--- config.mk ---
export PLATFORM = sky130hd
export DESIGN_NAME = grid_astar_path_search_top
export DESIGN_NICKNAME = d
export VERILOG_FILES = /design/src/hdl/gaps_pkg.sv /design/src/hdl/grid_astar_path_search_top.sv
export SDC_FILE = /design/constraint.sdc
export NUM_CORES = 2
export LEC_CHECK = 0
export ABC_AREA = 1
export BUFFER_PORTS_ARGS = -buffer_cell sky130_fd_sc_hd__buf_2
export CAP_MARGIN = 10
export CORE_MARGIN = 2
export CORE_UTILIZATION = 40
export CTS_BUF_LIST = sky130_fd_sc_hd__clkbuf_16
export CTS_CLUSTER_DIAMETER = 30
export CTS_CLUSTER_SIZE = 28
export DETAILED_ROUTE_END_ITERATION = 6
export GPL_ROUTABILITY_DRIVEN = 0
export MAX_ROUTING_LAYER = met4
export PLACE_DENSITY_LB_ADDON = 0.05
export SYNTH_ARGS = -nofsm -noshare
export SYNTH_HDL_FRONTEND = slang
export SYNTH_SLANG_ARGS = --single-unit
--- constraint.sdc ---
create_clock -name clk_i -period 7.39 [get_ports clk_i]
set_input_delay 0.739 -clock clk_i [delete_from_list [all_inputs] [get_ports clk_i]]
set_output_delay 0.739 -clock clk_i [all_outputs]
set_load 0.02 [all_outputs]
--- src/hdl/gaps_pkg.sv ---
// ----------------------------------------------------------------------------
// gaps_pkg: shared definitions of the grid path search block
// Sizes, register indexes, direction codes and the sequencer state type.
// ----------------------------------------------------------------------------
`default_nettype none

package gaps_pkg;

  localparam int unsigned MaxRowsDef = 8;
  localparam int unsigned MaxColsDef = 8;
  localparam int unsigned CfgW       = 4;
  localparam int unsigned CfgIdxW    = 1;
  localparam int unsigned CoordW     = 3;

  localparam logic [CfgIdxW-1:0] RegRows = 1'b0;
  localparam logic [CfgIdxW-1:0] RegCols = 1'b1;

  localparam logic [1:0] DirUp    = 2'd0;
  localparam logic [1:0] DirDown  = 2'd1;
  localparam logic [1:0] DirLeft  = 2'd2;
  localparam logic [1:0] DirRight = 2'd3;

  typedef enum logic [3:0] {
    StIdle,
    StClear,
    StScan,
    StScanWait,
    StPick,
    StNbrRd,
    StNbrWr,
    StTrace,
    StTraceWait,
    StEmit,
    StNone
  } state_e;

endpackage

`default_nettype wire

--- src/hdl/grid_astar_path_search_top.sv ---
// ----------------------------------------------------------------------------
// grid_astar_path_search_top: A* search on a small grid of blocked cells
// Cell writes, 4-neighbour Manhattan A* search, path streamed start first.
// ----------------------------------------------------------------------------
// A grid-write request updates the blocked map. A search request first sweeps
// the cell memory (one cell a cycle). Each expansion then scans every cell of
// the cell memory at one read a cycle to find the open cell of least f (ties
// to lowest index), and updates the four neighbours with one read and one
// write each. Tracing the path back reads each cell and stores it in the path
// memory, goal first, and each path cell leaves as one result; a path cell is
// not read while the read of the one before is still pending. No request is
// taken while a search runs or a result waits.
`default_nettype none

module grid_astar_path_search_top (
  input  wire logic        clk_i,
  input  wire logic        rst_ni,
  input  wire logic        cfg_we_i,
  input  wire logic [gaps_pkg::CfgIdxW-1:0] cfg_idx_i,
  input  wire logic [gaps_pkg::CfgW-1:0]    cfg_data_i,
  input  wire logic        s_axis_tvalid,
  output logic             s_axis_tready,
  // mode, cell_row, cell_col, blocked, start_row, start_col, goal_row, goal_col
  input  wire logic [23:0] s_axis_tdata,
  output logic             m_axis_tvalid,
  input  wire logic        m_axis_tready,
  // path_row, path_col, found
  output logic [7:0]       m_axis_tdata,
  output logic             m_axis_tlast
);

  localparam int unsigned MAX_ROWS = gaps_pkg::MaxRowsDef;
  localparam int unsigned MAX_COLS = gaps_pkg::MaxColsDef;
  localparam int unsigned NCells = MAX_ROWS * MAX_COLS;
  localparam int unsigned IdxW   = $clog2(NCells);
  localparam int unsigned RW     = $clog2(MAX_ROWS);
  localparam int unsigned CW     = $clog2(MAX_COLS);
  localparam int unsigned CntW   = $clog2(NCells + 1);
  localparam int unsigned GW     = CntW + 1;
  localparam int unsigned FW     = GW + 1;

  // cell memory entry: seen, open, closed, g, parent
  typedef struct packed {
    logic          seen;
    logic          open;
    logic          closed;
    logic [GW-1:0] g;
    logic [1:0]    par;
  } cell_t;

  gaps_pkg::state_e state_q, state_d;

  logic [gaps_pkg::CfgW-1:0] rows_q, cols_q;
  logic [gaps_pkg::CfgW-1:0] nr, nc;

  logic                 blk_mem [NCells];
  cell_t                cel_mem [NCells];
  logic [IdxW-1:0]      pth_mem [NCells];

  logic [2:0] gr_q, gc_q;
  logic [IdxW-1:0] start_q, goal_q;
  logic [CntW-1:0] cnt_q, cnt_d;
  logic            any_q, any_d;
  logic [IdxW-1:0] best_q, best_d;
  logic [FW-1:0]   bestf_q, bestf_d;
  logic [GW-1:0]   bestg_q, bestg_d;
  logic [1:0]      bestp_q, bestp_d;
  logic [IdxW-1:0] rdi_q, rdi_d;
  logic [2:0]      dir_q, dir_d;
  logic [CntW-1:0] len_q, len_d;
  logic [IdxW-1:0] cur_q, cur_d;
  logic [CntW-1:0] ocnt_q, ocnt_d;

  cell_t           rd_q;
  logic            blk_q;
  logic [IdxW-1:0] prd_q;

  logic            cwe;
  logic [IdxW-1:0] cwa;
  cell_t           cwd;
  logic [IdxW-1:0] cra;
  logic            pwe;
  logic [IdxW-1:0] pwa, pra;

  logic            ovalid_q, olast_q, ofound_q;
  logic [2:0]      orow_q, ocol_q;
  logic            emit_go, emit_none;

  // path read data arrives in the cycle after the address; hold a pending flag
  logic pend_q;
  logic pend_last_q;

  logic acc;
  assign acc = s_axis_tvalid && s_axis_tready;
  assign s_axis_tready = (state_q == gaps_pkg::StIdle) && !ovalid_q;

  assign nr = (rows_q > gaps_pkg::CfgW'(MAX_ROWS)) ? gaps_pkg::CfgW'(MAX_ROWS) : rows_q;
  assign nc = (cols_q > gaps_pkg::CfgW'(MAX_COLS)) ? gaps_pkg::CfgW'(MAX_COLS) : cols_q;

  always_ff @(posedge clk_i or negedge rst_ni) begin
    if (!rst_ni) begin
      rows_q <= gaps_pkg::CfgW'(8);
      cols_q <= gaps_pkg::CfgW'(8);
    end else if (cfg_we_i) begin
      if (cfg_idx_i == gaps_pkg::RegRows) rows_q <= cfg_data_i;
      else cols_q <= cfg_data_i;
    end
  end

  // cell index helpers
  function automatic logic [IdxW-1:0] mk(input logic [RW-1:0] r, input logic [CW-1:0] c);
    mk = IdxW'(r * MAX_COLS + c);
  endfunction

  logic [RW-1:0] br, cr_r;
  logic [CW-1:0] bc, cr_c;
  assign br = RW'(best_q / MAX_COLS);
  assign bc = CW'(best_q % MAX_COLS);
  assign cr_r = RW'(cur_q / MAX_COLS);
  assign cr_c = CW'(cur_q % MAX_COLS);

  // f (g plus Manhattan heuristic) of the cell read last cycle
  logic [RW-1:0] sr_row;
  logic [CW-1:0] sr_col;
  logic [IdxW-1:0] scan_i;
  logic [FW-1:0] hf;
  logic [RW:0] dr;
  logic [CW:0] dc;
  assign scan_i = rdi_q;
  assign sr_row = RW'(scan_i / MAX_COLS);
  assign sr_col = CW'(scan_i % MAX_COLS);
  always_comb begin
    dr = ({1'b0, sr_row} > (RW+1)'(gr_q)) ? ({1'b0, sr_row} - (RW+1)'(gr_q))
                                          : ((RW+1)'(gr_q) - {1'b0, sr_row});
    dc = ({1'b0, sr_col} > (CW+1)'(gc_q)) ? ({1'b0, sr_col} - (CW+1)'(gc_q))
                                          : ((CW+1)'(gc_q) - {1'b0, sr_col});
    hf = FW'(rd_q.g) + FW'(dr) + FW'(dc);
  end

  // neighbour candidate
  logic            nb_ok;
  logic [IdxW-1:0] nb_i;
  always_comb begin
    logic [RW:0] qr;
    logic [CW:0] qc;
    qr = {1'b0, br};
    qc = {1'b0, bc};
    nb_ok = 1'b1;
    unique case (dir_q[1:0])
      gaps_pkg::DirUp:   begin if (br == '0) nb_ok = 1'b0; qr = qr - 1'b1; end
      gaps_pkg::DirDown: qr = qr + 1'b1;
      gaps_pkg::DirLeft: begin if (bc == '0) nb_ok = 1'b0; qc = qc - 1'b1; end
      default:           qc = qc + 1'b1;
    endcase
    if ((CntW+1)'(qr) >= (CntW+1)'(nr) || (CntW+1)'(qc) >= (CntW+1)'(nc)) nb_ok = 1'b0;
    nb_i = mk(RW'(qr), CW'(qc));
  end

  // parent of the traced cell
  logic [IdxW-1:0] par_i;
  always_comb begin
    logic [RW:0] pr;
    logic [CW:0] pc;
    pr = {1'b0, cr_r};
    pc = {1'b0, cr_c};
    unique case (rd_q.par)
      gaps_pkg::DirUp:   pr = pr + 1'b1;
      gaps_pkg::DirDown: pr = pr - 1'b1;
      gaps_pkg::DirLeft: pc = pc + 1'b1;
      default:           pc = pc - 1'b1;
    endcase
    par_i = mk(RW'(pr), CW'(pc));
  end

  logic [GW-1:0] ng;
  assign ng = bestg_q + 1'b1;

  // blocked map reads as free until a cell is first written
  logic [NCells-1:0] bvld_q;
  logic              bv_q;

  // next state
  always_comb begin
    state_d = state_q;
    unique case (state_q)
      gaps_pkg::StIdle: if (acc && s_axis_tdata[0]) begin
        if ((gaps_pkg::CfgW)'(s_axis_tdata[10:8])  >= nr ||
            (gaps_pkg::CfgW)'(s_axis_tdata[13:11]) >= nc ||
            (gaps_pkg::CfgW)'(s_axis_tdata[16:14]) >= nr ||
            (gaps_pkg::CfgW)'(s_axis_tdata[19:17]) >= nc) state_d = gaps_pkg::StNone;
        else state_d = gaps_pkg::StClear;
      end
      gaps_pkg::StClear:    if (cnt_q == CntW'(NCells - 1)) state_d = gaps_pkg::StScan;
      gaps_pkg::StScan:     state_d = gaps_pkg::StScanWait;
      gaps_pkg::StScanWait: if (cnt_q == CntW'(NCells)) state_d = gaps_pkg::StPick;
      gaps_pkg::StPick: begin
        if (!any_q) state_d = gaps_pkg::StNone;
        else if (best_q == goal_q) state_d = gaps_pkg::StTrace;
        else state_d = gaps_pkg::StNbrRd;
      end
      gaps_pkg::StNbrRd:    state_d = gaps_pkg::StNbrWr;
      gaps_pkg::StNbrWr:    if (dir_q == 3'd3) state_d = gaps_pkg::StScan;
                            else state_d = gaps_pkg::StNbrRd;
      gaps_pkg::StTrace:    state_d = gaps_pkg::StTraceWait;
      gaps_pkg::StTraceWait: begin
        if (cur_q == start_q) state_d = gaps_pkg::StEmit;
        else state_d = gaps_pkg::StTrace;
      end
      gaps_pkg::StEmit: if (ocnt_q == '0 && !ovalid_q) state_d = gaps_pkg::StIdle;
      gaps_pkg::StNone: if (!ovalid_q) state_d = gaps_pkg::StIdle;
      default: state_d = gaps_pkg::StIdle;
    endcase
  end

  // datapath and memory controls
  always_comb begin
    cnt_d = cnt_q; any_d = any_q; best_d = best_q; bestf_d = bestf_q;
    bestg_d = bestg_q; bestp_d = bestp_q; rdi_d = rdi_q; dir_d = dir_q; len_d = len_q;
    cur_d = cur_q; ocnt_d = ocnt_q;
    cwe = 1'b0; cwa = rdi_q; cwd = rd_q; cra = rdi_q;
    pwe = 1'b0; pwa = len_q[IdxW-1:0]; pra = ocnt_q[IdxW-1:0] - 1'b1;
    emit_go = 1'b0; emit_none = 1'b0;
    unique case (state_q)
      gaps_pkg::StIdle: if (acc && s_axis_tdata[0]) begin
        cnt_d = '0;
      end
      gaps_pkg::StClear: begin
        cwe = 1'b1;
        cwa = cnt_q[IdxW-1:0];
        cwd = '0;
        if (cnt_q[IdxW-1:0] == start_q) begin
          cwd.seen = 1'b1;
          cwd.open = 1'b1;
        end
        cnt_d = cnt_q + 1'b1;
        if (cnt_q == CntW'(NCells - 1)) cnt_d = '0;
      end
      gaps_pkg::StScan: begin
        any_d = 1'b0; rdi_d = '0; cra = '0; cnt_d = '0;
      end
      gaps_pkg::StScanWait: begin
        if (rd_q.open && (!any_q || hf < bestf_q)) begin
          any_d = 1'b1; best_d = rdi_q; bestf_d = hf; bestg_d = rd_q.g;
          bestp_d = rd_q.par;
        end
        cnt_d = cnt_q + 1'b1;
        rdi_d = rdi_q + 1'b1;
        cra = rdi_q + 1'b1;
        dir_d = '0;
      end
      gaps_pkg::StPick: begin
        if (any_q && best_q != goal_q) begin
          cwe = 1'b1; cwa = best_q;
          cwd = '0; cwd.seen = 1'b1; cwd.closed = 1'b1; cwd.g = bestg_q;
          cwd.par = bestp_q;
        end
        cur_d = goal_q; len_d = '0;
        cra = nb_i;
      end
      gaps_pkg::StNbrRd: cra = nb_i;
      gaps_pkg::StNbrWr: begin
        if (nb_ok && !(blk_q && bv_q) && !rd_q.closed && (!rd_q.seen || ng < rd_q.g)) begin
          cwe = 1'b1; cwa = nb_i;
          cwd.seen = 1'b1; cwd.open = 1'b1; cwd.closed = 1'b0;
          cwd.g = ng; cwd.par = dir_q[1:0];
        end
        dir_d = dir_q + 1'b1;
      end
      gaps_pkg::StTrace: cra = cur_q;
      gaps_pkg::StTraceWait: begin
        pwe = 1'b1; pwa = len_q[IdxW-1:0];
        len_d = len_q + 1'b1;
        cur_d = par_i;
        if (cur_q == start_q) ocnt_d = len_q + 1'b1;
      end
      gaps_pkg::StEmit: begin
        pra = ocnt_q[IdxW-1:0] - 1'b1;
        if (ocnt_q != '0 && !pend_q && (!ovalid_q || m_axis_tready)) begin
          emit_go = 1'b1;
          ocnt_d = ocnt_q - 1'b1;
        end
      end
      gaps_pkg::StNone: emit_none = !ovalid_q;
      default: ;
    endcase
  end

  always_ff @(posedge clk_i or negedge rst_ni) begin
    if (!rst_ni) begin
      state_q <= gaps_pkg::StIdle;
      ovalid_q <= 1'b0;
      pend_q <= 1'b0;
      cnt_q <= '0; any_q <= 1'b0; ocnt_q <= '0; dir_q <= '0; len_q <= '0;
    end else begin
      state_q <= state_d;
      cnt_q <= cnt_d; any_q <= any_d; ocnt_q <= ocnt_d; dir_q <= dir_d; len_q <= len_d;
      pend_q <= emit_go;
      ovalid_q <= pend_q || emit_none || (ovalid_q && !m_axis_tready);
    end
  end

  always_ff @(posedge clk_i) begin
    best_q <= best_d; bestf_q <= bestf_d; bestg_q <= bestg_d; bestp_q <= bestp_d;
    rdi_q <= rdi_d; cur_q <= cur_d;
    pend_last_q <= (ocnt_q == CntW'(1));
    if (state_q == gaps_pkg::StIdle && acc) begin
      gr_q <= s_axis_tdata[16:14]; gc_q <= s_axis_tdata[19:17];
      start_q <= mk(RW'(s_axis_tdata[10:8]), CW'(s_axis_tdata[13:11]));
      goal_q  <= mk(RW'(s_axis_tdata[16:14]), CW'(s_axis_tdata[19:17]));
    end
    if (pend_q) begin
      orow_q <= 3'(prd_q / MAX_COLS);
      ocol_q <= 3'(prd_q % MAX_COLS);
      ofound_q <= 1'b1;
      olast_q <= pend_last_q;
    end else if (emit_none) begin
      orow_q <= '0; ocol_q <= '0; ofound_q <= 1'b0; olast_q <= 1'b1;
    end
  end

  // memories
  always_ff @(posedge clk_i) begin
    if (acc && !s_axis_tdata[0] &&
        (CntW+1)'(s_axis_tdata[3:1]) < (CntW+1)'(MAX_ROWS) &&
        (CntW+1)'(s_axis_tdata[6:4]) < (CntW+1)'(MAX_COLS))
      blk_mem[mk(RW'(s_axis_tdata[3:1]), CW'(s_axis_tdata[6:4]))] <= s_axis_tdata[7];
    blk_q <= blk_mem[cra];
  end

  always_ff @(posedge clk_i or negedge rst_ni) begin
    if (!rst_ni) bvld_q <= '0;
    else if (acc && !s_axis_tdata[0] &&
             (CntW+1)'(s_axis_tdata[3:1]) < (CntW+1)'(MAX_ROWS) &&
             (CntW+1)'(s_axis_tdata[6:4]) < (CntW+1)'(MAX_COLS))
      bvld_q[mk(RW'(s_axis_tdata[3:1]), CW'(s_axis_tdata[6:4]))] <= 1'b1;
  end
  always_ff @(posedge clk_i) bv_q <= bvld_q[cra];

  always_ff @(posedge clk_i) begin
    if (cwe) cel_mem[cwa] <= cwd;
    rd_q <= cel_mem[cra];
  end

  always_ff @(posedge clk_i) begin
    if (pwe) pth_mem[pwa] <= cur_q;
    prd_q <= pth_mem[pra];
  end

  assign m_axis_tvalid = ovalid_q;
  assign m_axis_tdata  = {1'b0, ofound_q, ocol_q, orow_q};
  assign m_axis_tlast  = olast_q;

endmodule

`default_nettype wire

# Word-level counts from Yosys, hierarchy flattened
# Memory sizes are Yosys's and may differ from the RTL's. A register that Yosys moved wholly into a read port is not among the register bits.
# Index checks and enable logic that the tools add are counted.
# totals
wordCells	224
in_bits	34
mem_count	3
output_inout_bits	11
regBits	168
mem_bits_rw	1280
# memory_table
name	words	width	read_ports	rd_ports_with_merged_regs	wr	line	rtl
cel_mem	64	13	1	1	1	grid_astar_path_search_top.sv:57	cell_t cel_mem [NCells];
pth_mem	64	6	1	1	1	grid_astar_path_search_top.sv:58	logic [IdxW-1:0] pth_mem [NCells];
blk_mem	64	1	1	1	1	grid_astar_path_search_top.sv:56	logic blk_mem [NCells];
# classes
n_addsub	26
n_lt_le_gt_ge	15
reduce_logical	56
eq_ne	30
bitwise_logic	2
mux	65
# op_table
op	n
$or 64x64->64	1
$mux 4	12
$pmux 4 s11	1
$pmux 13 s3	1
$add 6x3->6	5
$mux 7	4
$pmux 7 s2	2
$pmux 7 s4	1
$mux 13	2
$pmux 6 s2	2
$pmux 6 s4	1
$mux 1	20
$eq 6x6->1	3
$pmux 3 s2	3
$pmux 6 s3	1
$eq 4x3->1 const B	4
$ge 3x4->1	4
$logic_and 1x1->1	16
$ne 2x2->1 const B	8
$pmux 4 s2	2
$sub 3x3->4	4
$add 7x1->7 const B	2
$lt 6x7->1 const B	2
$eq 4x4->1 const B	3
other kinds (46)	90

# Longest topological paths before layout
# logic_depth
depth_word	13
ltp_mapped	26
mapped_depth_nobuf	26

# Worst setup path after synthesis
# OpenSTA, ideal clock, no wires.
# synth_timing
path_type	register to register
start	register dir_q[1]
end	memory cel_mem[0][3] in the netlist's numbering (data pin)
arrival_ns	5.383
required_ns	6.688
period_less_slack_ns	6.084
slack_ns	1.306
stages_incl_launch_ff	22
setup_time_ns	0.702
n_path_buf	1
cell_sequence	dfrtp_1 -> inv_1 -> ha_1 -> inv_1 -> ha_1 -> nand2_1 -> nor2_1 -> a211oi_1 -> nand2_1 -> o21ai_0 -> inv_1 -> ha_1 -> nand2_1 -> nand2_1 -> nor2_1 -> o21ai_1 -> nor2_2 -> nand2_2 -> buf_2 -> inv_1 -> nor2_1 -> o21ai_0
# synth_lines
element	line	rtl
start: declaration	grid_astar_path_search_top.sv:69	logic [2:0] dir_q, dir_d;
start signal: assignment	grid_astar_path_search_top.sv:296	cnt_q <= cnt_d; any_q <= any_d; ocnt_q <= ocnt_d; dir_q <= dir_d; len_q <= len_d;
end: declaration	grid_astar_path_search_top.sv:57	

# Worst setup path in the final report
# layout_timing
start	register dir_q[1]
end	memory cel_mem[45][12] in the netlist's numbering (enable)
# layout_via
elab_chain_len	13
word_cells_on_any_way	21
classes_between	add/sub: 1; order compare: 2; eq/ne: 2; mux: 10; reduce/logical: 6
# layout_lines
element	line	rtl
$eq 2x1->1 / $logic_not 2->1 (equally long branches)	grid_astar_path_search_top.sv:149	unique case (dir_q[1:0])
$reduce_or 2->1 (no source line)	-	
$pmux 4 s2	grid_astar_path_search_top.sv:149	
$ge 4x4->1	grid_astar_path_search_top.sv:155	if ((CntW+1)'(qr) >= (CntW+1)'(nr) || (CntW+1)'(qc) >= (CntW+1)'(nc)) nb_ok = 1'b0;
$logic_or 1x1->1	grid_astar_path_search_top.sv:155	
$mux 1	grid_astar_path_search_top.sv:155	
$logic_and 1x1->1 (3 in series)	grid_astar_path_search_top.sv:262	if (nb_ok && !(blk_q && bv_q) && !rd_q.closed && (!rd_q.seen || ng < rd_q.g)) begin
$mux 1	grid_astar_path_search_top.sv:262	
$pmux 1 s3	grid_astar_path_search_top.sv:223	unique case (state_q)
$mux 1	grid_astar_path_search_top.sv:340	if (cwe) cel_mem[cwa] <= cwd;
$mux 1 (implied by the code)	grid_astar_path_search_top.sv:340	
# Parallel ways exist; a longest one is shown, timed or not.

==> qor.yml <==
status:
  status: "completed"
synthesis:
  ys_types: 53
  yosysMostFrequentCell: "edfxtp_1"
  seq_area_frac_synth: 0.654
  netlist_instances: 6049
  ys_seq_elements: 1462
  synth_top_flop_cell: "edfxtp_1"
  yosysTopAreaCellShare: 0.608
  synth_edf_count: 1336
  synthTopCellsByArea: "edfxtp_1, nand3_1, inv_1"
  syn_avg_cell_area_um2: 10.9
  synth_nets: 6166
  synthArstFlopShare: 0.0705
  synth_commonest_cells: "edfxtp_1, nand3_1, inv_1"
  synth_top_area_cell: "edfxtp_1"
  yosys_warnings: 0
  syn_area_um2: 66000
timing:
  max_slew.worst_pin.slew_ps: 1200
  min_period_ps: 6380
  hold_viol_final: 0
  setup_slack_ps: 1010
  fin_setup_tns_ps: 0
  grt_setup_unrepaired: "no"
  fin_hold_ws_ps: 64.5
  fmax_mhz: 157
  setup_violations: 0
  clock_skew_ps: 66.2
  slew_viol_final: 0
  maxSlewHeadroom: 0.195
  min_period_over_period: 0.863
floorplan:
  coreArea_um2: 164000
  die-width_um: 410
  die_h_um: 410
  rows: 149
  io_pins: 45
  dieArea_um2: 168000
  start_util: 0.402
global_routing:
  grt_pass1_vias: 44500
  overflow: 0
  grt_pass1_wl_um: 290000
  grt_use_total: 0.236
  antenna_found_initial: 5
  grt_max_degree: 180
final_layout:
  instances_no_fill: 8760
  fin_area_um2: 81800
  drive_above_1_share: 0.124
  final_util: 0.497
  nNetsFinal: 6371
  fillers: 14900
  area_growth_pct: 23.8
clocking:
  cts_made_buffers: 392
  h-tree-depth: 5
  clk_pin_slew_ps: 40
  cts_tree: "done"
  cts_sinks: 1462
  clk_path_buf_depth: 4
  clk_latency_ps: 960
  cts_root_buffer: "clkbuf_16"
  cts_resized: 0
min_path:
  whs_path_depth: 1
  hold_class: "in2reg"
routing:
  drtPass1Iterations: 6
  viasPerCell: 5.22
  ant_nets: 0
  vias: 45700
  drc_errors: 0
  drt_iter0_drc: 3575
  wirelength_um: 194000
  post_drt_wl_per_cell_um: 22.2
critical_path:
  rr_worst_depth: 16
  critical_path_class: "reg2reg"
  arrival_ps: 6990
  crit_fanout: 25
  required_ps: 8010
  cp-start-kind: "flop"
  critPathCaptureType: "flop"
placed_design:
  pre_cts_slack_ps: 1210
  numPlacedInstances: 8042
  dpl.hpwl_um: 109000
  io_buffer_count: 39
  dpl_cell_area_um2: 68800
power:
  finalPower_mw: 43.9
  p_leak_nw: 32.1
  ir_drop_uv: 603
  p_per_area_nw_per_um2: 537
flow_run:
  drv_cap: 0
==> worst paths after layout <==
| path | from | endpoint | slack, ps |
|---|---|---|---|
| max | dir_q[1] | cel_mem[45][12] | 1010 |
| min | s_axis_tdata[13] | start_q[2] | 60 |
| max reg2reg | dir_q[1] | cel_mem[45][12] | 1010 |
| min reg2reg | bvld_q[30] | bvld_q[30] | 450 |
| max in group asynchronous | rst_ni | bvld_q[47] | 5530 |
| min in group asynchronous | rst_ni | bvld_q[27] | 510 |
==> sequential cells by signal, indices dropped and copies added (netlist names), 3 cells and up <==
name,cells
rows_q,4
cols_q,4
bestf_q,9
prd_q,6
cnt_q,7
bvld_q,64
len_q,7
bestg_q,8
pth_mem,384
dir_q,3
start_q,6
blk_mem,64
ocol_q,3
best_q,6
gr_q,3
ocnt_q,7
cur_q,6
rdi_q,6
state_q,4
cel_mem,832
rd_q,13
orow_q,3
==> power by group <==
part	switching, mW	internal (mW)
Combinational	12.4	4.20
Clock	4.93	11.5
Sequential	0.293	10.6
==> critical path, cell delays in order, from the launching register on <==
cell	delay (ps)
dfrtp_1	530
inv_1	170
ha_1	270
fa_1	440
o21ai_0	580
ha_1	350
a21boi_0	120
o21bai_1	120
nand2_1	70
nor2_2	390
nand2_2	410
nand2_1	160
nand3_1	100
a21oi_1	580
nand3_1	710
nor2_1	750
buf_4	300
==> layer usage <==
metal / part of all wire / up-vias / GRT usage
li1: - / 21600 / -
met1: 0.46 / 22600 / 0.325
met2: 0.46 / 1238 / 0.357
met3: 0.054 / 301 / 0.0428
met4: 0.022 / 0 / 0.0690
met5: 0 / - / -
==> logic make-up (layout without fill, tap and decap cells) <==
logic type / Yosys count / after routing / synth area share
compound gates: 510 / 510 / 0.0479
xor+xnor: 39 / 39 / 0.00517
fa+ha+maj: 83 / 83 / 0.0173
buf+inv: 1149 / 1667 / 0.0691
flops: 1462 / 1462 / 0.654
mux: 39 / 39 / 0.00595
other cells: 1 / 5 / 0.0000568
simple gates: 2766 / 2766 / 0.201
==> cell type report <==
cell class	count	area (um^2)	area share
inverters	784	2950	0.0360
well taps	2189	2740	0.0335
multi-input cells	3438	18500	0.227
clock buffers	396	9910	0.121
flip-flops and latches	1462	43200	0.528
diodes	4	10.0	0.000122
repair buffers	176	1440	0.0177
clock inverters	311	3010	0.0369
==> cells in the final DEF (no fill, tap or decap), types with 6 or more instances in the layout <==
cell           instances
xor2_1                24
edfxtp_1            1336
inv_1                826
nand3b_1             340
nand3_1             1143
buf_2                 38
nand4_1               13
inv_6                 10
buf_12                16
ha_1                  68
dlygate4sd3_1          7
nor2_1               489
dfrtp_1              100
o221ai_1              37
clkinvlp_4            35
bufinv_16             55
clkbuf_16            396
inv_2                  9
clkinv_4              12
buf_4                115
o21ai_0              259
o21ai_1                8
nor2_2                 7
o211ai_1              55
nor3_1                14
dfxtp_1               23
xnor2_1               14
nand3_4                7
a21oi_1               39
clkinv_1              72
fa_1                  14
mux2i_1               37
clkinv_2              70
o22ai_1                9
a22oi_1               10
o21ai_4                6
o32ai_1               59
nand2_1              727
==> repair_timing <==
action,4_1_cts,5_1_grt
hold endpoints to repair,53,0
buffers inserted,0,0
setup endpoints to repair,0,0
hold buffers,7,0
No activity file was read; power rests on OpenSTA's default activity.
